==> src/hdl/dpd_pkg.sv <==
// Shared types, character codes and the hex digit decoder for the packet deframer.
// No dependencies; every other file of the block imports this package.
package dpd_pkg;

    localparam logic [7:0] CH_DOLLAR = 8'h24;
    localparam logic [7:0] CH_ESCAPE = 8'h7D;
    localparam logic [7:0] CH_HASH   = 8'h23;
    localparam logic [7:0] ESC_XOR   = 8'h20;
    localparam logic [7:0] CH_PLUS   = 8'h2B;
    localparam logic [7:0] CH_INTR   = 8'h03;

    localparam int unsigned APB_ADDR_W = 3;
    localparam int unsigned APB_DATA_W = 32;
    localparam logic [0:0]  REG_ACK_ENABLED = 1'b0;

    typedef enum logic [2:0] {
        PH_WAIT_ACK    = 3'd0,
        PH_WAIT_DOLLAR = 3'd1,
        PH_PAYLOAD     = 3'd2,
        PH_ESCAPE      = 3'd3,
        PH_CSUM_HI     = 3'd4,
        PH_CSUM_LO     = 3'd5
    } t_phase;

    typedef enum logic [2:0] {
        EV_PAYLOAD = 3'd0,
        EV_END     = 3'd1,
        EV_ACK     = 3'd2,
        EV_INTR    = 3'd3,
        EV_CLOSE   = 3'd4
    } t_event;

    typedef struct packed {
        t_event     kind;
        logic [7:0] payload_byte;
        logic [7:0] checksum_value;
        logic [1:0] checksum_digits;
        logic       checksum_hex_bad;
        logic       ack_with_packet;
    } t_result;

    typedef struct packed {
        logic       bad;
        logic [3:0] value;
    } t_nibble;

    // A character that is not a hex digit decodes as zero with the bad flag set.
    function automatic t_nibble hex_nibble(input logic [7:0] c);
        t_nibble r;
        r.bad   = 1'b0;
        r.value = 4'd0;
        if (c >= 8'h30 && c <= 8'h39) begin
            r.value = c[3:0];
        end else if ((c >= 8'h41 && c <= 8'h46) || (c >= 8'h61 && c <= 8'h66)) begin
            r.value = c[3:0] + 4'd9;
        end else begin
            r.bad = 1'b1;
        end
        return r;
    endfunction

endpackage

==> src/hdl/dpd_cfg.sv <==
// APB-style configuration register file holding the ack mode bit.
// Depends on dpd_pkg for the address width and register index.
module dpd_cfg
    import dpd_pkg::*;
(
    input  logic                  i_clk,
    input  logic                  i_rst_n,
    input  logic                  psel,
    input  logic                  penable,
    input  logic                  pwrite,
    input  logic [APB_ADDR_W-1:0] paddr,
    input  logic [APB_DATA_W-1:0] pwdata,
    output logic [APB_DATA_W-1:0] prdata,
    output logic                  pready,
    output logic                  o_ack_enabled
);

    logic r_ack_enabled;
    logic n_ack_enabled;
    logic hit;

    assign hit    = (paddr[APB_ADDR_W-1:2] == REG_ACK_ENABLED);
    assign pready = 1'b1;

    always_comb begin
        n_ack_enabled = r_ack_enabled;
        if (psel && penable && pwrite && hit) begin
            n_ack_enabled = pwdata[0];
        end
    end

    always_ff @(posedge i_clk) begin
        if (!i_rst_n) begin
            r_ack_enabled <= 1'b1;
        end else begin
            r_ack_enabled <= n_ack_enabled;
        end
    end

    assign prdata        = hit ? {{(APB_DATA_W-1){1'b0}}, r_ack_enabled} : '0;
    assign o_ack_enabled = r_ack_enabled;

endmodule

==> src/hdl/dpd_core.sv <==
// Input byte register, parse phase state and per-byte decode of the deframer.
// Depends on dpd_pkg for phase, event and result types and the hex decoder.
module dpd_core
    import dpd_pkg::*;
(
    input  logic       i_clk,
    input  logic       i_rst_n,
    input  logic       i_in_valid,
    input  logic [7:0] i_in_byte,
    output logic       o_in_stall,
    input  logic       i_ack_enabled,
    input  logic       i_res_ready,
    output logic       o_res_valid,
    output t_result    o_res
);

    logic       r_in_valid;
    logic       n_in_valid;
    logic [7:0] r_in_byte;
    t_phase     r_phase;
    t_phase     n_phase;
    logic [3:0] r_csum_hi;
    logic [3:0] n_csum_hi;
    logic       r_hex_err;
    logic       n_hex_err;
    logic       has_res;
    logic       take;
    logic       accept;
    t_nibble    nib;
    t_result    res;
    logic [7:0] c;

    assign c      = r_in_byte;
    assign nib    = hex_nibble(c);
    assign take   = r_in_valid && (!has_res || i_res_ready);
    assign accept = i_in_valid && !o_in_stall;
    assign o_in_stall = r_in_valid && !take;

    // Next phase and checksum state.
    always_comb begin
        n_phase   = r_phase;
        n_csum_hi = r_csum_hi;
        n_hex_err = r_hex_err;
        case (r_phase)
            PH_PAYLOAD: begin
                if (c == CH_ESCAPE) begin
                    n_phase = PH_ESCAPE;
                end else if (c == CH_HASH) begin
                    n_phase = PH_CSUM_HI;
                end
            end
            PH_ESCAPE: begin
                n_phase = PH_PAYLOAD;
            end
            PH_CSUM_HI: begin
                if (c == CH_DOLLAR) begin
                    n_phase = PH_PAYLOAD;
                end else begin
                    n_csum_hi = nib.value;
                    n_hex_err = nib.bad;
                    n_phase   = PH_CSUM_LO;
                end
            end
            PH_CSUM_LO: begin
                n_phase = (c == CH_DOLLAR) ? PH_PAYLOAD : PH_WAIT_DOLLAR;
            end
            PH_WAIT_ACK: begin
                if (!(i_ack_enabled && c != CH_PLUS) && c == CH_DOLLAR) begin
                    n_phase = PH_PAYLOAD;
                end
            end
            default: begin
                if (c == CH_DOLLAR) begin
                    n_phase = PH_PAYLOAD;
                end
            end
        endcase
    end

    // Result for the byte held in the input register.
    always_comb begin
        has_res = 1'b0;
        res     = '0;
        res.kind = EV_PAYLOAD;
        case (r_phase)
            PH_PAYLOAD: begin
                if (c == CH_DOLLAR) begin
                    has_res             = 1'b1;
                    res.kind            = EV_END;
                    res.ack_with_packet = i_ack_enabled;
                end else if (c != CH_ESCAPE && c != CH_HASH) begin
                    has_res          = 1'b1;
                    res.payload_byte = c;
                end
            end
            PH_ESCAPE: begin
                has_res          = 1'b1;
                res.payload_byte = c ^ ESC_XOR;
            end
            PH_CSUM_HI: begin
                if (c == CH_DOLLAR) begin
                    has_res             = 1'b1;
                    res.kind            = EV_END;
                    res.ack_with_packet = i_ack_enabled;
                end
            end
            PH_CSUM_LO: begin
                has_res             = 1'b1;
                res.kind            = EV_END;
                res.ack_with_packet = i_ack_enabled;
                if (c == CH_DOLLAR) begin
                    res.checksum_value   = {r_csum_hi, 4'd0};
                    res.checksum_digits  = 2'd1;
                    res.checksum_hex_bad = r_hex_err;
                end else begin
                    res.checksum_value   = {r_csum_hi, nib.value};
                    res.checksum_digits  = 2'd2;
                    res.checksum_hex_bad = r_hex_err | nib.bad;
                end
            end
            default: begin
                // Waiting for '$', and waiting for an ack that passes through.
                if (r_phase == PH_WAIT_ACK && i_ack_enabled && c != CH_PLUS) begin
                    has_res  = 1'b1;
                    res.kind = EV_CLOSE;
                end else if (c == CH_PLUS) begin
                    has_res  = 1'b1;
                    res.kind = EV_ACK;
                end else if (c == CH_INTR) begin
                    has_res  = 1'b1;
                    res.kind = EV_INTR;
                end
            end
        endcase
    end

    always_comb begin
        n_in_valid = r_in_valid;
        if (accept) begin
            n_in_valid = 1'b1;
        end else if (take) begin
            n_in_valid = 1'b0;
        end
    end

    always_ff @(posedge i_clk) begin
        if (!i_rst_n) begin
            r_in_valid <= 1'b0;
            r_phase    <= PH_WAIT_ACK;
            r_csum_hi  <= 4'd0;
            r_hex_err  <= 1'b0;
        end else begin
            r_in_valid <= n_in_valid;
            if (take) begin
                r_phase   <= n_phase;
                r_csum_hi <= n_csum_hi;
                r_hex_err <= n_hex_err;
            end
        end
    end

    always_ff @(posedge i_clk) begin
        if (accept) begin
            r_in_byte <= i_in_byte;
        end
    end

    assign o_res_valid = r_in_valid && has_res;
    assign o_res       = res;

    a_stall_needs_item: assert property (@(posedge i_clk) disable iff (!i_rst_n)
        o_in_stall |-> r_in_valid)
        else $error("input stalled with an empty input register");

    a_result_has_room: assert property (@(posedge i_clk) disable iff (!i_rst_n)
        (take && has_res) |-> i_res_ready)
        else $error("result consumed while the result register was full");

    a_escape_returns: assert property (@(posedge i_clk) disable iff (!i_rst_n)
        (take && r_phase == PH_ESCAPE) |=> (r_phase == PH_PAYLOAD))
        else $error("escaped byte did not return to payload phase");

    a_digit_count: assert property (@(posedge i_clk) disable iff (!i_rst_n)
        (o_res_valid && o_res.kind != EV_END) |-> (o_res.checksum_digits == 2'd0))
        else $error("checksum digits reported outside a packet end");

endmodule

==> src/hdl/dpd_out_stage.sv <==
// Result register between the decode logic and the output channel.
// Depends on dpd_pkg for the result struct.
module dpd_out_stage
    import dpd_pkg::*;
(
    input  logic    i_clk,
    input  logic    i_rst_n,
    input  logic    i_res_valid,
    input  t_result i_res,
    output logic    o_res_ready,
    output logic    o_out_valid,
    input  logic    i_out_stall,
    output t_result o_out
);

    logic    r_valid;
    logic    n_valid;
    t_result r_res;

    assign o_res_ready = !r_valid || !i_out_stall;

    always_comb begin
        n_valid = r_valid;
        if (o_res_ready) begin
            n_valid = i_res_valid;
        end
    end

    always_ff @(posedge i_clk) begin
        if (!i_rst_n) begin
            r_valid <= 1'b0;
        end else begin
            r_valid <= n_valid;
        end
    end

    always_ff @(posedge i_clk) begin
        if (o_res_ready && i_res_valid) begin
            r_res <= i_res;
        end
    end

    assign o_out_valid = r_valid;
    assign o_out       = r_res;

endmodule

==> src/hdl/debug_packet_deframer_top.sv <==
// Remote-debug packet deframer: splits a byte stream into $payload#hh packets.
// Path: a byte transfer lands in the input register, is decoded from there, and
// its result is then offered from the result register.
// Throughput: one byte per cycle unless a byte with a result meets a full, stalled result register.
// Reset (synchronous, active low): waiting for ack, ack mode on, both registers empty.
// Depends on dpd_pkg, dpd_cfg, dpd_core and dpd_out_stage.
module debug_packet_deframer_top
    import dpd_pkg::*;
(
    input  logic                  i_clk,
    input  logic                  i_rst_n,
    // Input byte channel.
    input  logic                  i_in_valid,
    input  logic [7:0]            i_in_byte,
    output logic                  o_in_stall,
    // Result channel.
    output logic                  o_out_valid,
    input  logic                  i_out_stall,
    output logic [2:0]            o_event_kind,
    output logic [7:0]            o_payload_byte,
    output logic [7:0]            o_checksum_value,
    output logic [1:0]            o_checksum_digits,
    output logic                  o_checksum_hex_bad,
    output logic                  o_ack_with_packet,
    // Configuration port.
    input  logic                  psel,
    input  logic                  penable,
    input  logic                  pwrite,
    input  logic [APB_ADDR_W-1:0] paddr,
    input  logic [APB_DATA_W-1:0] pwdata,
    output logic [APB_DATA_W-1:0] prdata,
    output logic                  pready
);

    logic    ack_enabled;
    logic    res_valid;
    logic    res_ready;
    t_result res;
    t_result out;

    // The user must change the ack mode bit only while the block is idle, which the block
    // itself does not enforce; the decode stage reads it directly without any hand-off.
    dpd_cfg u_cfg (
        .i_clk         (i_clk),
        .i_rst_n       (i_rst_n),
        .psel          (psel),
        .penable       (penable),
        .pwrite        (pwrite),
        .paddr         (paddr),
        .pwdata        (pwdata),
        .prdata        (prdata),
        .pready        (pready),
        .o_ack_enabled (ack_enabled)
    );

    // The decode stage consumes its held byte only when that byte produces no
    // result or the result register can take one, so no result is dropped.
    dpd_core u_core (
        .i_clk         (i_clk),
        .i_rst_n       (i_rst_n),
        .i_in_valid    (i_in_valid),
        .i_in_byte     (i_in_byte),
        .o_in_stall    (o_in_stall),
        .i_ack_enabled (ack_enabled),
        .i_res_ready   (res_ready),
        .o_res_valid   (res_valid),
        .o_res         (res)
    );

    // The result register lets a new byte enter while a finished result still
    // waits for its transfer.
    dpd_out_stage u_out (
        .i_clk       (i_clk),
        .i_rst_n     (i_rst_n),
        .i_res_valid (res_valid),
        .i_res       (res),
        .o_res_ready (res_ready),
        .o_out_valid (o_out_valid),
        .i_out_stall (i_out_stall),
        .o_out       (out)
    );

    assign o_event_kind       = out.kind;
    assign o_payload_byte     = out.payload_byte;
    assign o_checksum_value   = out.checksum_value;
    assign o_checksum_digits  = out.checksum_digits;
    assign o_checksum_hex_bad = out.checksum_hex_bad;
    assign o_ack_with_packet  = out.ack_with_packet;

endmodule
==> config.mk <==
export PLATFORM = sky130hd
export DESIGN_NAME = debug_packet_deframer_top
export DESIGN_NICKNAME = d
export VERILOG_FILES = /design/src/hdl/dpd_pkg.sv /design/src/hdl/dpd_cfg.sv /design/src/hdl/dpd_core.sv /design/src/hdl/dpd_out_stage.sv /design/src/hdl/debug_packet_deframer_top.sv
export SDC_FILE = /design/constraint.sdc
export NUM_CORES = 1
export LEC_CHECK = 0
export BUFFER_PORTS_ARGS = -buffer_cell sky130_fd_sc_hd__buf_2
export CAP_MARGIN = 40
export CORE_AREA = 5 5 78 98
export DETAILED_ROUTE_END_ITERATION = 10
export DIE_AREA = 0 0 83 103
export PLACE_DENSITY_LB_ADDON = 0.2
export SYNTH_ARGS = -nofsm -noshare
export SYNTH_HDL_FRONTEND = slang
export SYNTH_SLANG_ARGS = --single-unit
export TNS_END_PERCENT = 20
==> constraint.sdc <==
create_clock -name i_clk -period 6 [get_ports i_clk]
set_input_delay 1.8 -clock i_clk [delete_from_list [all_inputs] [get_ports i_clk]]
set_output_delay 1.8 -clock i_clk [all_outputs]
set_load 0.05 [all_outputs]
==> results.tsv, run 1 <==
metric	value	unit
Initial Util	33.6	%
Port Buf Inserts	42	
Data arrival, critical path	2.71	ns
Worst-Margin Slew	0.629	ns
CTS Sinks	42	
HPWL Detailed	3290	um
Post-route DRC	0	
Slew HR	58.0	%
Post-DP Area	2430	sq um
CP top delay family	simple AND/OR/NAND/NOR gates	
clk_skew	0.0112	ns
CP max FO	3	
Synth top area share	41.2	%
clock buffer depth	2	
Synth Warn #	0	
die area	8550	sq um
Row Count	34	
leakage power	1.01	nW
setup violators final	0	
Post-CTS Resized	0	
largest net degree at the start of global routing	24	
antenna-violating nets left	0	
Crit. End Element	primary output	
fmax	0.222	GHz
ranking of synthesized cells by area	edfxtp_1, buf_4, dfxtp_1	
width of the die	83	um
Routed WL	4220	um
Syn Area/Cell	10.9	sq um
GRT Residual Overflow	0	
CTS tree	yes	
Root Driver	clkbuf_8	
Yosys reg bits	42	
Area growth syn-to-layout	11.7	%
Final min period	4.51	ns
CP peak stage delay	0.38	ns
# Max-Cap Violations	0	
core area	6720	sq um
library cells used by synthesis	51	
fill count	721	
CTS H-Tree Depth	2	
Worst EP required	4.20	ns
share of layout cells above drive strength 1	25.6	%
FF/Latch Area	1150	sq um
synthesized area	2260	sq um
vias in the first global route	1434	
Levels on crit path	4	
Hold Path Stages	2	
Hold/Removal Path Class	flop to flop	
status	complete, no violations	
die height	103	um
minimum setup slack among reg-to-reg paths	3.46	ns
CP Class	primary input to primary output	
nets@finish	302	
initial drt markers	59	
Hold Vio Cnt, Final	0	
Worst-path clk slew	0.09	ns
RSZ-0062 raised after global routing	no	
Via Count	1543	
all-layer global routing usage	9.91	%
DR WL/cell	12.4	um
io pins	108	
placed cells	332	
Top cell by count, worst path	buf_2	
Power Density	244	nW/um^2
postcts setup bufs	0	
post-synthesis sequential area ratio	50.9	%
first-pass GRT wire length	6730	um
final max-slew violation count	0	
Post-CTS Hold Buffers	0	
Synth Instances	208	
top_reg_cell synth	edfxtp_1	
area leader, netlist	edfxtp_1	
number of antenna cells inserted	0	
TNS Setup	0	ns
final worst-path cycle share	75.2	%
First-pass DRT Iterations	4	
CP max stage cell	nor4b_2	
CP startpoint kind	primary input	
RD Place Congestion	0.864	
VDD IR-drop max	0.000119	V
fin area	2520	sq um
clock latency on the worst-skew pair	0.30	ns
Vias/cell	4.54	
CTS Buf Count	5	
FF-to-FF path depth	8	
CP Cell Sequence	buf_2 -> nand2_1 -> nor4b_2 -> buf_2	
Multi-input gate area	916	sq um
EDFF count, synth	31	
fin cells	340	
initial antenna violation count	0	
Async SR Flop Fraction	0	%
crit path buf inv count	2	
-- worst min-delay path, cell delays in order (launching register included) --
cell and delay, ns:
dfxtp_1 0.32, nor2_1 0.09, a211oi_1 0.05
-- through the flow --
stage                     utilization [%]  hold slack (ns)  setup WS, ns  power, mW
after global placement               36.2            0.475          1.49      0.436
after floorplan                         -            0.461          1.25      0.436
after CTS                            37.6            0.503          1.47      0.624
after detailed placement             36.2            0.485          1.48      0.437
after global routing                 37.6            0.532          1.42      0.643
final                                37.6            0.499          1.49      0.617
-- cell families (layout without fill, tap and decap cells) --
| kind of cell | after synthesis | in the layout | synth area share (%) |
|---|---|---|---|
| buffers and inverters | 48 | 60 | 13.7 |
| AOI/OAI and AO/OA | 38 | 38 | 12.5 |
| other | 2 | 32 | 0.332 |
| muxes | 3 | 3 | 1.55 |
| adders and majority gates | 3 | 3 | 1.66 |
| xor gates and xnor gates | 1 | 1 | 0.388 |
| and+or+nand+nor | 71 | 71 | 18.9 |
| DFF | 42 | 42 | 50.9 |
-- power by group --
group	leakage [nW]	internal [mW]	switching, mW
Combinational	0.584	0.0157	0.0851
Clock	0.0447	0.0839	0.103
Sequential	0.385	0.321	0.00769
-- cell type report --
class / instances / area share, %
Multi-Input combinational cell: 148 / 36.3
Sequential cell: 42 / 45.6
Inverter: 9 / 1.34
Clock buffer: 5 / 2.73
Tap cell: 90 / 4.46
Timing Repair Buffer: 43 / 8.62
Clock inverter: 3 / 0.991
-- Yosys cell counts (2+ instances only) --
master	n
nor3b_1	2
a22oi_1	3
a311oi_2	2
buf_2	4
ha_1	3
inv_1	9
o211ai_1	2
nand3_1	5
and3_1	5
edfxtp_1	31
conb_1	2
a211oi_1	6
o21ai_0	4
mux2i_1	2
nand2_1	10
nor2b_1	9
a211oi_2	2
nand2b_1	2
dfxtp_1	11
clkbuf_1	2
a21oi_1	10
nor3_1	3
nor2_1	18
and2_1	2
buf_4	33
-- layout by cell type (no fill, tap or decap), drive strengths merged, types with 3 or more instances in the layout --
cell type / n
conb: 32
buf: 43
and3: 5
o21ai: 4
nor2: 18
nor3: 3
nor2b: 9
nand3: 5
ha: 3
a21oi: 10
dfxtp: 11
a22oi: 3
a211oi: 8
nor3b: 3
edfxtp: 31
inv: 10
nand2: 10
and2: 3
clkbuf: 5
-- final timing paths --
| path | to | startpoint |
|---|---|---|
| max | o_in_stall | i_out_stall |
| min | u_core.r_csum_hi[1]$_SDFFE_PN0P_ | u_core.r_csum_hi[1]$_SDFFE_PN0P_ |
| max reg2reg | u_out.o_out[10]$_SDFFCE_PN0P_ | u_core.c[0]$_DFFE_PP_ |
| min reg2reg | u_core.r_csum_hi[1]$_SDFFE_PN0P_ | u_core.r_csum_hi[1]$_SDFFE_PN0P_ |
-- state kept, by name, summed over array words and instances (netlist names) --
register	count
u_out.o_out	23
u_core.c	8
u_core.r_csum_hi	4
u_core.r_phase	3
u_cfg.o_ack_enabled	1
u_core.r_hex_err	1
u_core.r_in_valid	1
u_out.o_out_valid	1
-- routing by layer --
layer / up-vias / wire (um) / GRT usage, %
met4: 0 / 84 / 5.28
met1: 715 / 1790 / 11.7
met3: 5 / 283 / 2.40
met2: 59 / 2070 / 16.9
li1: 764 / - / -
met5: - / 0 / 0
(Power assumes the default switching activity.)
==> run 2: changes to the inputs <==
--- a/config.mk
+++ b/config.mk
@@ -5,11 +5,12 @@
 export SDC_FILE = /design/constraint.sdc
 export NUM_CORES = 1
 export LEC_CHECK = 0
+export ABC_AREA = 1
 export BUFFER_PORTS_ARGS = -buffer_cell sky130_fd_sc_hd__buf_2
 export CAP_MARGIN = 40
-export CORE_AREA = 5 5 78 98
+export CORE_AREA = 5 5 79 99
 export DETAILED_ROUTE_END_ITERATION = 10
-export DIE_AREA = 0 0 83 103
+export DIE_AREA = 0 0 84 104
 export PLACE_DENSITY_LB_ADDON = 0.2
 export SYNTH_ARGS = -nofsm -noshare
 export SYNTH_HDL_FRONTEND = slang
==> constraint.sdc (replaced) <==
create_clock -name i_clk -period 4.2 [get_ports i_clk]
set_input_delay 1.26 -clock i_clk [delete_from_list [all_inputs] [get_ports i_clk]]
set_output_delay 1.26 -clock i_clk [all_outputs]
set_load 0.05 [all_outputs]
==> run 2 against run 1 <==
Sequential power increased by 42%. Synthesized cell count rose by 25%. Global-route usage grew 0.20 points. Clock skew is 0.0062 ns lower. Largest cell class unchanged. Largest power group unchanged. Critical path depth is 5 higher. Cell count rose by 17%. Clock power is 30% higher. Cell area rose by 1.0%. Via count increased by 6.9%.
==> results.tsv, run 2 <==
metric	value	unit	change
CP Cell Sequence	inv_1 -> ha_1 -> nand3_1 -> nor2_4 -> nor2_2 -> nand2_2 -> nand4_1 -> inv_1 -> buf_2		
io pins	108		unchanged
fill count	753		+4.4%
most common cell in the netlist	nor2_1		
Slew HR	59.6	%	+1.6 points
RSZ-0062 raised after global routing	no		
Synth Warn #	0		unchanged
final worst setup slack	0.806	ns	-0.684 ns
placed cells	390		+17%
Crit. End Element	primary output		
Power Density	337	nW/um^2	+38%
DR WL/cell	10.4	um	-16%
area leader, netlist	edfxtp_1		
# Max-Cap Violations	0		unchanged
Vias/cell	4.14		-8.7%
nets@finish	360		+19%
Via Count	1649		+6.9%
clock latency on the worst-skew pair	0.29	ns	about the same
Routed WL	4150	um	-1.6%
vias in the first global route	1649		+15%
CTS Buf Count	5		unchanged
Yosys reg bits	42		unchanged
worst r2r src	u_core.c[0]$_DFFE_PP_		
Final min period	3.39	ns	
Syn Area/Cell	8.73	sq um	-20%
leakage power	1.17	nW	+15%
CP peak stage delay	0.44	ns	+0.06 ns
initial drt markers	71		+20%
clk_skew	0.00500	ns	-0.00624 ns
Port Buf Inserts	42		unchanged
Post-DP Area	2470	sq um	+1.6%
Synth Instances	261		+25%
VDD IR-drop max	0.0000924	V	-23%
die height	104	um	+0.97%
First-pass DRT Iterations	4		unchanged
core area	6810	sq um	+1.3%
TNS Setup	0	ns	unchanged
Post-CTS Resized	0		unchanged
Post-synth top cells	nor2_1, nand2_1, inv_1		
CTS Sinks	42		unchanged
RD Place Congestion	0.808		-6.5%
Setup crit start	u_core.c[1]$_DFFE_PP_		
post-synthesis sequential area ratio	50.5	%	-0.45 points
ranking of synthesized cells by area	edfxtp_1, buf_4, dfxtp_1		
CP max stage cell	edfxtp_1		
CP Class	flop to primary output		
share of layout cells above drive strength 1	21.8	%	-3.8 points
Data arrival, critical path	2.13	ns	-0.58 ns
initial antenna violation count	0		unchanged
Initial Util	33.5	%	-0.13 points
width of the die	84	um	+1.2%
routed wl met2	2030	um	-1.9%
all-layer global routing usage	10.1	%	+0.20 points
top_reg_cell synth	edfxtp_1		
Hold/Removal Path Class	flop to flop		
clock buffer depth	2		unchanged
final worst-path cycle share	80.8	%	
Async SR Flop Fraction	0	%	unchanged
Worst-Margin Slew	0.604	ns	-0.0254 ns
Met1 Wirelength	1680	um	-5.7%
most frequent cells in the layout	nand2_1, nor2_1, buf_2		
max reg flops	23		unchanged
CTS H-Tree Depth	2		unchanged
Top cell by count, worst path	inv_1		
routed wl met3	272	um	-3.9%
GRT Residual Overflow	0		unchanged
largest net degree at the start of global routing	24		unchanged
antenna-violating nets left	0		unchanged
postcts setup bufs	0		unchanged
fin cells	398		+17%
hold path start	u_out.o_out_valid$_SDFFE_PN0P_		
Area growth syn-to-layout	11.9	%	
fmax	0.295	GHz	
Root Driver	clkbuf_8		
final max-slew violation count	0		unchanged
CP top delay family	simple AND/OR/NAND/NOR gates		
fin area	2550	sq um	+1.0%
Worst-path clk slew	0.08	ns	about the same
Hold Vio Cnt, Final	0		unchanged
number of antenna cells inserted	0		unchanged
first-pass GRT wire length	7180	um	+6.8%
status	complete, no violations		
CP max FO	9		+6
Row Count	34		unchanged
Place WS	0.911	ns	-0.570 ns
HPWL Detailed	3340	um	+1.5%
die area	8740	sq um	+2.2%
CTS tree	yes		
synthesized area	2280	sq um	+0.89%
crit path buf inv count	3		+1
Synth top area share	40.8	%	-0.36 points
Post-Route Utilization	37.5	%	-0.084 points
Post-route DRC	0		unchanged
highest routed layer	met4		
Post-CTS Hold Buffers	0		unchanged
EDFF count, synth	31		unchanged
setup violators final	0		unchanged
Worst EP required	2.94	ns	-1.26 ns
library cells used by synthesis	26		-49%
CP startpoint kind	flop		
==> run 2: cell types whose count changed after synthesis, sizes merged, moves of 3 or more <==
| cell | previous run | this run |
|---|---|---|
| a21oi | 10 | 4 |
| and2 | 3 | 0 |
| and3 | 5 | 0 |
| inv | 9 | 40 |
| nand3 | 5 | 13 |
| nor2 | 18 | 51 |
| buf | 37 | 34 |
| a211oi | 8 | 0 |
| nand2 | 10 | 48 |
| nor2b | 9 | 0 |
| nand4 | 1 | 11 |
| a22oi | 3 | 0 |
| nor3b | 3 | 0 |
==> run 2: metal layers <==
| layer | vias up | GRT usage (%) |
|---|---|---|
| li1 | 855 | - |
| met1 | 727 | 11.0 |
| met2 | 56 | 17.1 |
| met3 | 11 | 2.77 |
| met4 | 0 | 6.44 |
| met5 | - | 0 |
==> run 2: worst min-delay path, stage by stage, from the launching register on <==
cell,delay [ns]
dfxtp_1,0.31
nand2_1,0.07
a21oi_1,0.07
==> run 2: final cells by class <==
class                      count  area (sq um)  area share (%)
clock buffer                   6          72.6            2.84
clock inverter                 2          8.76           0.343
inverter                      40           150            5.89
multi-input combinational    175           838            32.9
sequential                    42          1150            45.1
tap                           90           113            4.41
timing repair buffer          43           218            8.53
==> run 2: through the flow <==
step | hold WS, ns | power (mW)
global route | 0.540 | 0.904
detailed placement | 0.485 | 0.626
global placement | 0.492 | 0.626
finish | 0.496 | 0.859
floorplan | 0.492 | 0.625
CTS | 0.503 | 0.872
==> run 2: path summary, 6_finish.rpt <==
kind	to	slack (ns)	depth (start not counted)
worst max-delay path	o_in_stall	0.81	9
worst min-delay path	u_out.o_out_valid$_SDFFE_PN0P_	0.50	2
worst min register to register	u_out.o_out_valid$_SDFFE_PN0P_	0.50	2
worst max register to register	u_core.c[0]$_DFFE_PP_	1.93	8
==> run 2: cell families after synthesis <==
group	Yosys count	share of synthesized area [%]
AO/OA/AOI/OAI	12	2.91
XOR/XNOR	1	0.384
other	2	0.329
buffers and inverters	74	17.8
AND/OR/NAND/NOR	127	26.5
adder cells (fa/ha/maj)	3	1.65
flip-flops	42	50.5
==> run 2: power breakdown <==
group | internal [mW] | switching [mW]
registers | 0.459 | 0.00884
clock network | 0.114 | 0.129
logic | 0.0211 | 0.127
total | 0.595 | 0.265
==> run 3: changes to the inputs <==
--- a/config.mk
+++ b/config.mk
@@ -5,12 +5,12 @@
 export SDC_FILE = /design/constraint.sdc
 export NUM_CORES = 1
 export LEC_CHECK = 0
-export ABC_AREA = 1
+export ABC_AREA = 0
 export BUFFER_PORTS_ARGS = -buffer_cell sky130_fd_sc_hd__buf_2
 export CAP_MARGIN = 40
-export CORE_AREA = 5 5 79 99
+export CORE_AREA = 5 5 78 98
 export DETAILED_ROUTE_END_ITERATION = 10
-export DIE_AREA = 0 0 84 104
+export DIE_AREA = 0 0 83 103
 export PLACE_DENSITY_LB_ADDON = 0.2
 export SYNTH_ARGS = -nofsm -noshare
 export SYNTH_HDL_FRONTEND = slang
==> constraint.sdc (replaced) <==
create_clock -name i_clk -period 3.1 [get_ports i_clk]
set_input_delay 0.93 -clock i_clk [delete_from_list [all_inputs] [get_ports i_clk]]
set_output_delay 0.93 -clock i_clk [all_outputs]
set_load 0.05 [all_outputs]
==> run 3 against run 2 <==
Non-clock buffer count increased by 16. First-iteration DRC count decreased by 2.8%. Wire length up 6.4%. Clock skew up 0.0033 ns. Sequential cell count unchanged. Sequential power increased by 34%. Setup slack worse by 0.74 ns. Critical path depth is 2 lower. Cell count down 11%.
==> results.tsv, run 3 (synthesis results as in run 1) <==
metric	value	unit	change
CTS H-Tree Depth	2		unchanged
Initial Util	33.6	%	+0.13 points
FF-to-FF path depth	10		+2
placed cells	344		-12%
Worst-path clk slew	0.09	ns	about the same
VDD IR-drop max	0.000203	V	+120%
final max-slew violation count	0		unchanged
Vias/cell	4.44		+7.3%
HPWL Detailed	3370	um	+1.0%
max reg flops	23		unchanged
vias in the first global route	1545		-6.3%
CP max FO	4		-5
CTS Sinks	42		unchanged
Crit. End Element	primary output		
First-pass DRT Iterations	4		unchanged
final worst-path cycle share	98.0	%	
Routed WL	4420	um	+6.4%
width of the die	83	um	-1.2%
Critical R2R Capture	u_out.o_out[15]$_DFFE_PP_		
clk_skew	0.00831	ns	+0.00330 ns
io pins	108		unchanged
all-layer global routing usage	10.5	%	+0.38 points
fmax	0.329	GHz	
setup violators final	0		unchanged
Tot Pwr	1.28	mW	+49%
Row Count	34		unchanged
number of antenna cells inserted	0		unchanged
die height	103	um	-0.96%
commonest non-fill, non-tap cell in the layout	buf_2		
Hold Path Stages	2		unchanged
Data arrival, critical path	2.11	ns	-0.02 ns
Hold/Removal Path Class	flop to flop		
RSZ-0062 raised after global routing	yes		
die area	8550	sq um	-2.1%
Area growth syn-to-layout	19.6	%	
Hold Vio Cnt, Final	0		unchanged
TNS Setup	0	ns	unchanged
clock buffer depth	2		unchanged
clock latency on the worst-skew pair	0.30	ns	about the same
worst r2r src	u_core.c[0]$_DFFE_PP_		
initial drt markers	69		-2.8%
Post-CTS Hold Buffers	0		unchanged
share of layout cells above drive strength 1	32.0	%	+10 points
Root Driver	clkbuf_8		
initial antenna violation count	0		unchanged
largest net degree at the start of global routing	24		unchanged
Final min period	3.04	ns	
antenna-violating nets left	0		unchanged
most frequent cells in the layout	buf_2, conb_1, edfxtp_1		
DR WL/cell	12.4	um	+19%
CTS tree	yes		
leakage power	1.11	nW	-4.5%
# Max-Cap Violations	0		unchanged
CP Class	flop to primary output		
Via Count	1582		-4.1%
Port Buf Inserts	42		unchanged
GRT Residual Overflow	0		unchanged
Post-route DRC	0		unchanged
RD Place Congestion	0.864		+6.9%
first-pass GRT wire length	7160	um	-0.38%
Hold Crit Endpoint	u_core.r_csum_hi[3]$_SDFFE_PN0P_		
minimum setup slack among reg-to-reg paths	0.64	ns	-1.29 ns
status	complete, no violations		
Slew HR	56.0	%	-3.5 points
fin cells	356		-11%
nets@finish	318		-12%
Worst-Margin Slew	0.658	ns	+0.0541 ns
CP startpoint kind	flop		
hold path start	u_core.r_csum_hi[3]$_SDFFE_PN0P_		
Power Density	474	nW/um^2	+41%
CTS Buf Count	5		unchanged
WHS	0.499	ns	+0.00286 ns
Worst EP required	2.17	ns	-0.77 ns
core area	6720	sq um	-1.2%
## run 3: cell types whose count changed in the layout (fill, tap and decap cells not counted), moves of 3 or more
cell,delta
and3_1,+5
nor2_2,-4
nand3_1,-4
a21oi_1,+4
nand2_1,-35
buf_4,+16
inv_1,-31
nand2_2,-3
nand4_1,-9
nor2b_1,+9
a211oi_1,+6
a22oi_1,+3
nor2_1,-27
## run 3: repair_timing
| item | in CTS | in global routing |
|---|---|---|
| hold endpoints to repair | 0 | 0 |
| resized for setup | 8 | 0 |
| buffers inserted | 3 | 1 |
| pin swaps | 4 | 4 |
| setup endpoints to repair | 1 | 1 |
## run 3: power breakdown
group,switching [mW],internal (mW),total [mW]
registers,0.00787,0.621,0.629
clock network,0.194,0.241,0.436
logic,0.175,0.0409,0.216
## run 3: metal layers
| metal | track usage, % | share of wire [%] |
|---|---|---|
| met1 | 12.3 | 42 |
| met3 | 2.16 | 5.9 |
| met5 | 0 | 0 |
| met4 | 5.79 | 2.1 |
| met2 | 18.1 | 50 |
## run 3: worst max path at each step
stage	from	cells past startpoint	slack [ns]	to
floorplan	u_core.c[0]$_DFFE_PP_	6	0.07	o_in_stall
global placement	u_core.c[0]$_DFFE_PP_	7	0.11	o_in_stall
detailed placement	u_core.c[0]$_DFFE_PP_	7	0.11	o_in_stall
CTS	u_core.c[1]$_DFFE_PP_	7	-0.05	o_in_stall
global route	u_core.c[0]$_DFFE_PP_	7	-0.05	o_in_stall
finish	u_core.c[1]$_DFFE_PP_	7	0.06	o_in_stall
## run 3: stage by stage
stage          instance area, sq um  worst slack, ns  utilization (%)
6_report                       2700           0.0628             40.2
5_1_grt                        2700          -0.0522             40.2
4_1_cts                        2700          -0.0493             40.1
3_5_place_dp                   2530            0.106             37.6
3_3_place_gp                   2530            0.110             37.6
2_1_floorplan                  2380           0.0707                -
## run 3: worst max-delay path: stages, from the launching register on
cell and delay (ns):
edfxtp_1 0.41, inv_2 0.10, ha_4 0.15, or4bb_1 0.40, o211ai_1 0.21, a21oi_2 0.07
nor4b_4 0.27, buf_6 0.20
## run 3: area by class of cell
class,instances,area (sq um)
clock inverter,3,43.8
fill,698,4020
timing repair buffer,59,344
clock buffer,5,68.8
multi-input combinational,148,948
inverter,9,33.8
sequential,42,1150
tap,90,113
